===== src/sv/mpm_pkg.sv =====
// ============================================================================
// mpm_pkg: shared types and constants of the multiprecision multiplier
// Command and result structs, opcodes, sequencer states and default sizes.
// ============================================================================
package mpm_pkg;

    localparam int MPM_MAX_DIGITS = 256;
    localparam int MPM_DIGIT_BITS = 16;

    localparam logic [2:0] OP_CLEAR    = 3'd0;
    localparam logic [2:0] OP_APPEND_A = 3'd1;
    localparam logic [2:0] OP_APPEND_B = 3'd2;
    localparam logic [2:0] OP_MULTIPLY = 3'd3;
    localparam logic [2:0] OP_SQUARE   = 3'd4;
    localparam logic [2:0] OP_READ     = 3'd5;

    typedef struct packed {
        logic [2:0]  opcode;
        logic [15:0] digit_value;
        logic [7:0]  read_index;
    } t_cmd;

    typedef struct packed {
        logic [15:0] product_digit;
        logic [8:0]  product_length;
        logic        overflow;
    } t_result;

    typedef enum logic [2:0] {
        S_IDLE,
        S_ROW,
        S_RD,
        S_EX,
        S_CARRY,
        S_FIN
    } t_state;

endpackage


===== src/sv/mpm_mac.sv =====
// ============================================================================
// mpm_mac: digit multiply-accumulate
// Forms x*y + w + c and splits it into a result digit and a carry digit.
// ============================================================================
module mpm_mac #(
    parameter int DIGIT_BITS = 16
) (
    input  logic [DIGIT_BITS-1:0] i_x,
    input  logic [DIGIT_BITS-1:0] i_y,
    input  logic [DIGIT_BITS-1:0] i_w,
    input  logic [DIGIT_BITS-1:0] i_c,
    output logic [DIGIT_BITS-1:0] o_lo,
    output logic [DIGIT_BITS-1:0] o_hi
);
    import mpm_pkg::*;

    logic [2*DIGIT_BITS-1:0] sum;

    // The sum never exceeds 2^(2*DIGIT_BITS)-1, so nothing is lost here.
    always_comb begin
        sum = (2*DIGIT_BITS)'(i_x) * (2*DIGIT_BITS)'(i_y)
            + (2*DIGIT_BITS)'(i_w) + (2*DIGIT_BITS)'(i_c);
    end

    assign o_lo = sum[DIGIT_BITS-1:0];
    assign o_hi = sum[2*DIGIT_BITS-1:DIGIT_BITS];

endmodule


===== config.mk =====
export PLATFORM = sky130hd
export DESIGN_NAME = mpm_mac
export DESIGN_NICKNAME = d
export VERILOG_FILES = /design/src/sv/mpm_pkg.sv /design/src/sv/mpm_mac.sv
export SDC_FILE = /design/constraint.sdc
export NUM_CORES = 1
export LEC_CHECK = 0
export BUFFER_PORTS_ARGS = -buffer_cell sky130_fd_sc_hd__buf_2
export CORE_UTILIZATION = 55
export DETAILED_ROUTE_END_ITERATION = 6
export MAX_ROUTING_LAYER = met4
export PLACE_DENSITY = 0.75
export SYNTH_ARGS = -nofsm -noshare
export SYNTH_HDL_FRONTEND = slang
export SYNTH_SLANG_ARGS = --single-unit

===== constraint.sdc =====
create_clock -name vclk -period 7.75
set_input_delay 0.775 -clock vclk [all_inputs]
set_output_delay 0.775 -clock vclk [all_outputs]
set_load 0.01 [all_outputs]

[Yosys cells after proc, flatten, opt, wreduce, memory -nomap -nowiden]
Index checks and enable logic that the tools add are counted.
Operators by class
  $add $sub $neg: 2
  multiply operators: 1
Operators by type and width (count)
  $add A32 B16 Y32: 2
  $mul A16 B16 Y32: 1
Storage, ports and cells
  bits in registers: 0
  word-level logic and storage cells: 3
  input bits: 64
  output and inout port bits: 32

[Depth between registers and ports, before layout]
Gate-level depths: netlist of the first run.
  depth in word-level cells: 3
  mapped depth: 23
  mapped depth without buffers: 22

[Worst setup path before layout of the first run]
Ideal clock, no wire load.
  path type: input -> output
  start point: input port i_x[7]
  end point: output port o_hi[15]
  arrival: 5.965 ns
  slack: 1.010 ns
  required time: 6.975 ns
  path buffers: 1
  cell stages on the path: 22
  cells stage by stage: clkbuf_1 > nand2_1 > fa_1 > inv_1 > fa_1 > inv_1 > fa_1 > inv_1 > fa_1 > fa_1 > inv_1 > fa_1 > inv_1 > ha_1 > nand4_1 > or2_1 > o22a_1 > nand3_1 > a221oi_2 > o31ai_1 > a21oi_1 > xnor2_1
On the way
  cells in the longest elaborated chain, start to end: 3
RTL lines
  start, declared: RTL line mpm_mac.sv:8  | input logic [DIGIT_BITS-1:0] i_x,
  $mul A16 B16 Y32: RTL line mpm_mac.sv:21  | sum = (2*DIGIT_BITS)'(i_x) * (2*DIGIT_BITS)'(i_y)
  $add A32 B16 Y32 (2 in a row): RTL line mpm_mac.sv:22  | + (2*DIGIT_BITS)'(i_w) + (2*DIGIT_BITS)'(i_c);
  end, declared: RTL line mpm_mac.sv:13  | output logic [DIGIT_BITS-1:0] o_hi
Every way passes these cells.

[Worst setup path in the final report of the first run]
  start point: input port i_x[11]
  end point: output port o_hi[15]
Same word-level chain as after synthesis.

==> flow_metrics.env, run 1 <==
export IMPL_outcome="finished clean"
export IMPL_cp_arrival_ps=6630
export IMPL_final_antenna_net_count=0
export IMPL_crit_buf_inv=9
export IMPL_crit_path_end_kind="primary output"
export IMPL_yosysUniqueCellTypes=46
export IMPL_yosys_warnings=0
export IMPL_critPathKind="input pin to primary output"
export IMPL_worst_slew_pin_slew_ps=537
export IMPL_pre_cts_ws_ps=48.2
export IMPL_rsz0062_at_grt="false"
export IMPL_required_ps=6970
export IMPL_design_seq_count=0
export IMPL_nNetsFinal=1557
export IMPL_avgSynthCellArea_um2=8.74
export IMPL_cp_slowest_stage_delay_ps=550
export IMPL_worstHoldPathType="input pin to primary output"
export IMPL_yosysTopAreaCell="fa_1"
export IMPL_slew_violations=0
export IMPL_grt_overflow=0
export IMPL_start_kind="input pin"
export IMPL_slowest_stage="fa_1"
export IMPL_grt_pass1_vias=7555
export IMPL_wl_um=20800
export IMPL_die_area_um2=17900
export IMPL_setup_ws_ps=341
export IMPL_setup_viol=0
export IMPL_grt_max_degree=17
export IMPL_netlist_instances=1094
export IMPL_ys_top_cells_by_area="fa_1, ha_1, inv_1"
export IMPL_crit_fanout=12
export IMPL_die_w_um=134
export IMPL_synth_area_um2=9570
export IMPL_max_freq_mhz=135
export IMPL_grtUsageTotal_pct=25.9
export IMPL_path_common_cell="fa_1"
export IMPL_tns_ps=0
export IMPL_vias=7004
export IMPL_yosysSeqAreaShare_pct=0
export IMPL_port_buffers=96
export IMPL_final_layout_size_suffix_gt1_share_pct=10.0
export IMPL_grt_pass1_wl_um=36200
export IMPL_viasPerCell=5.08
export IMPL_synth_top_area_share_pct=47.3
export IMPL_drt_pre_antenna_iters=4
export IMPL_max_slew_margin_pct=63.3
export IMPL_drt_iter0_drc=249
export IMPL_synth_common_cells="inv_1, fa_1, and2_1"
export IMPL_place_detailed_hpwl_um=17900
export IMPL_drc_errors=0
export IMPL_die_h_um=134
export IMPL_core_um2=16800
export IMPL_hold_violations=0
export IMPL_synth_fp_nets=1489
export IMPL_synthMostInstantiatedCell="inv_1"
export IMPL_wl_per_cell_um=15.0
export IMPL_critical_path_top_delay_family="adder cells"
export IMPL_maxCapViolations=0
export IMPL_syn_to_final_growth_pct=6.84
export IMPL_n_antenna_cell=0
export IMPL_clkbuf_count=0
export IMPL_gp_congestion=0.892
export IMPL_fin_crit_sh_pct=95.6
export IMPL_io_pins=96
export IMPL_antenna_found_initial=0
export IMPL_seq_area_um2=0
export IMPL_period_minus_slack_ps=7410
export IMPL_initial_core_util_pct=57.1
export IMPL_rows=47
[stage by stage]
step	cells	util [%]	hold WS, ps	cell area (um^2)
after global routing	1380	61.0	2050	10200
after global placement	1377	60.8	2020	10200
after floorplan	1094	-	1810	9570
final	1380	61.0	2020	10200
after detailed placement	1377	60.8	2020	10200
after CTS	1377	60.8	2020	10200
[worst paths after layout]
path    start       end  slack (ps)  cells after the start
min    i_c[0]   o_lo[0]        2020                      5
max   i_x[11]  o_hi[15]         340                     25
[layout make-up]
type | count | area (um^2)
timing repair buffer | 103 | 533
inverter | 305 | 1140
multi-input combinational | 752 | 8270
tap | 220 | 275
fill | 1495 | 6540
[routing by layer]
layer / up-vias / GRT usage (%) / share of wire (%)
li1: 3320 / - / -
met1: 3473 / 33.5 / 42
met2: 188 / 44.4 / 51
met3: 23 / 3.51 / 6.0
met4: 0 / 3.47 / 1.4
met5: - / - / 0
[layout by cell type, fill, tap and decap left out, types with 3 or more instances in the layout]
cell type,n
inv_1,305
fa_1,226
and2_1,144
nand2_1,124
ha_1,104
buf_2,96
a21oi_1,25
xnor2_1,22
nor2_1,15
a21o_1,13
o21ai_0,9
nand3_1,8
buf_4,7
nand2b_1,6
xor2_1,5
o21bai_1,4
o211ai_1,4
a31oi_1,4
o21a_1,3
nor3b_1,3
[timing repair]
action                     4_1_cts  5_1_grt
hold buffers                     0        0
resized for setup                0        2
setup buffers                    0        3
hold endpoints to repair         0        0
setup endpoints to repair        0        5
[cells by family (layout without fill, tap and decap cells)]
logic type	count (synthesis)	in the layout	share of synthesized area, %
simple gates	316	316	17.1
xor+xnor	27	27	2.47
fa+ha+maj	331	331	61.0
compound gates	78	78	5.79
buf+inv	342	408	13.6
Power of run 1 is left out: the tool's default activity adds up to more than one toggle a clock period on the data nets, which glitch-free logic cannot reach.
==> run 2, diff against run 1 <==
--- a/config.mk
+++ b/config.mk
@@ -6,10 +6,12 @@
 export NUM_CORES = 1
 export LEC_CHECK = 0
 export BUFFER_PORTS_ARGS = -buffer_cell sky130_fd_sc_hd__buf_2
-export CORE_UTILIZATION = 55
+export CELL_PAD_IN_SITES_DETAIL_PLACEMENT = 1
+export CELL_PAD_IN_SITES_GLOBAL_PLACEMENT = 2
+export CORE_UTILIZATION = 35
 export DETAILED_ROUTE_END_ITERATION = 6
 export MAX_ROUTING_LAYER = met4
-export PLACE_DENSITY = 0.75
+export PLACE_DENSITY = 0.82
 export SYNTH_ARGS = -nofsm -noshare
 export SYNTH_HDL_FRONTEND = slang
 export SYNTH_SLANG_ARGS = --single-unit
==> flow_metrics.env, run 2 (synthesis results as in run 1) <==
export IMPL_outcome="finished clean"
export IMPL_setup_viol=0
export IMPL_crit_buf_inv=8
export IMPL_vias=7199
export IMPL_place_detailed_hpwl_um=21900
export IMPL_met1_length_um=11600
export IMPL_viasPerCell=4.78
export IMPL_rows=60
export IMPL_core_um2=26900
export IMPL_highest_layer="met4"
export IMPL_fin_crit_sh_pct=96.1
export IMPL_wl_um=25400
export IMPL_required_ps=6970
export IMPL_max_freq_mhz=134
export IMPL_grt_pass1_wl_um=43600
export IMPL_period_minus_slack_ps=7450
export IMPL_drt_iter0_drc=164
export IMPL_final_cell_mix="inv_1, fa_1, and2_1"
export IMPL_crit_path_end_kind="primary output"
export IMPL_final_antenna_net_count=0
export IMPL_endpoint="o_hi[15]"
export IMPL_drt_pre_antenna_iters=4
export IMPL_ctsResizeCount=0
export IMPL_crit_path_start="i_x[11]"
export IMPL_port_buffers=96
export IMPL_die_h_um=167
export IMPL_path_common_cell="fa_1"
export IMPL_nNetsFinal=1561
export IMPL_critPathKind="input pin to primary output"
export IMPL_crit_fanout=13
export IMPL_hold_path_depth=5
export IMPL_start_kind="input pin"
export IMPL_grt_max_degree=17
export IMPL_slew_violations=0
export IMPL_final_layout_size_suffix_gt1_share_pct=10.1
export IMPL_ctsHoldBuffers=0
export IMPL_max_slew_margin_pct=65.4
export IMPL_cp_arrival_ps=6670
export IMPL_gp_congestion=0.829
export IMPL_seq_area_um2=0
export IMPL_n_antenna_cell=0
export IMPL_hold_violations=0
export IMPL_maxCapViolations=0
export IMPL_initial_core_util_pct=35.6
export IMPL_slowest_stage="fa_1"
export IMPL_antenna_found_initial=0
export IMPL_tns_ps=0
export IMPL_critical_path_top_delay_family="adder cells"
export IMPL_grt_pass1_vias=8325
export IMPL_cp_slowest_stage_delay_ps=540
export IMPL_critical_path_cell_chain="buf_2 > buf_4 > and2_1 > fa_1 > inv_1 > fa_1 > fa_1 > inv_1 > fa_1 > fa_1 > inv_1 > fa_1 > inv_1 > ha_1 > nand4_1 > buf_4 > o22a_1 > nand3_1 > a221oi_2 > o31ai_1 > a21oi_1 > xnor2_1 > buf_2"
export IMPL_worstHoldPathType="input pin to primary output"
export IMPL_path_depth=23
export IMPL_clkbuf_count=0
export IMPL_design_seq_count=0
export IMPL_wl_per_cell_um=16.8
export IMPL_syn_to_final_growth_pct=8.70
export IMPL_fillers=3249
export IMPL_cts_setup_buffers=0
export IMPL_layout_commonest_cell="inv_1"
export IMPL_met2_length_um=12900
export IMPL_rsz0062_at_grt="false"
export IMPL_drc_errors=0
export IMPL_grt_overflow=0
export IMPL_worst_slew_pin_slew_ps=520
export IMPL_grtUsageTotal_pct=20.2
export IMPL_io_pins=96
export IMPL_route_met3_wl_um=579
export IMPL_die_w_um=167
export IMPL_die_area_um2=28000
## run 2: cell types whose count changed in the layout (fill, tap and decap cells not counted), sizes merged
cell / change
buf: +4
## run 2: layout make-up
cell class / instances / area [um^2] / share of cell area [%]
inverter: 305 / 1140 / 11.0
tap: 341 / 427 / 4.10
timing repair buffer: 107 / 563 / 5.42
multi-input combinational: 752 / 8260 / 79.5
## run 2: worst min path at each step
stage / start / end
3_5_place_dp: i_c[0] / o_lo[0]
6_report: i_c[0] / o_lo[0]
3_3_place_gp: i_c[0] / o_lo[0]
4_1_cts: i_c[0] / o_lo[0]
2_1_floorplan: i_c[0] / o_lo[0]
5_1_grt: i_c[0] / o_lo[0]
## run 2: per-layer routing
| metal | track usage [%] | up-vias |
|---|---|---|
| met5 | - | - |
| met2 | 35.6 | 102 |
| met1 | 26.8 | 3754 |
| met4 | 1.99 | 0 |
| li1 | - | 3324 |
| met3 | 0.449 | 19 |
## run 2: stage by stage
| stage | area, um^2 | hold WS, ps | setup WS (ps) | std cells | utilization, % |
|---|---|---|---|---|---|
| 6_report | 10400 | 2020 | 304 | 1505 | 38.7 |
| 5_1_grt | 10400 | 2070 | 0.0835 | 1505 | 38.7 |
| 3_5_place_dp | 10400 | 2030 | 234 | 1503 | 38.6 |
| 4_1_cts | 10400 | 2030 | 189 | 1503 | 38.6 |
| 3_3_place_gp | 10400 | 2020 | 318 | 1503 | 38.6 |
| 2_1_floorplan | 9570 | 1810 | 1010 | 1094 | - |
Power of run 2 is left out for the same reason.
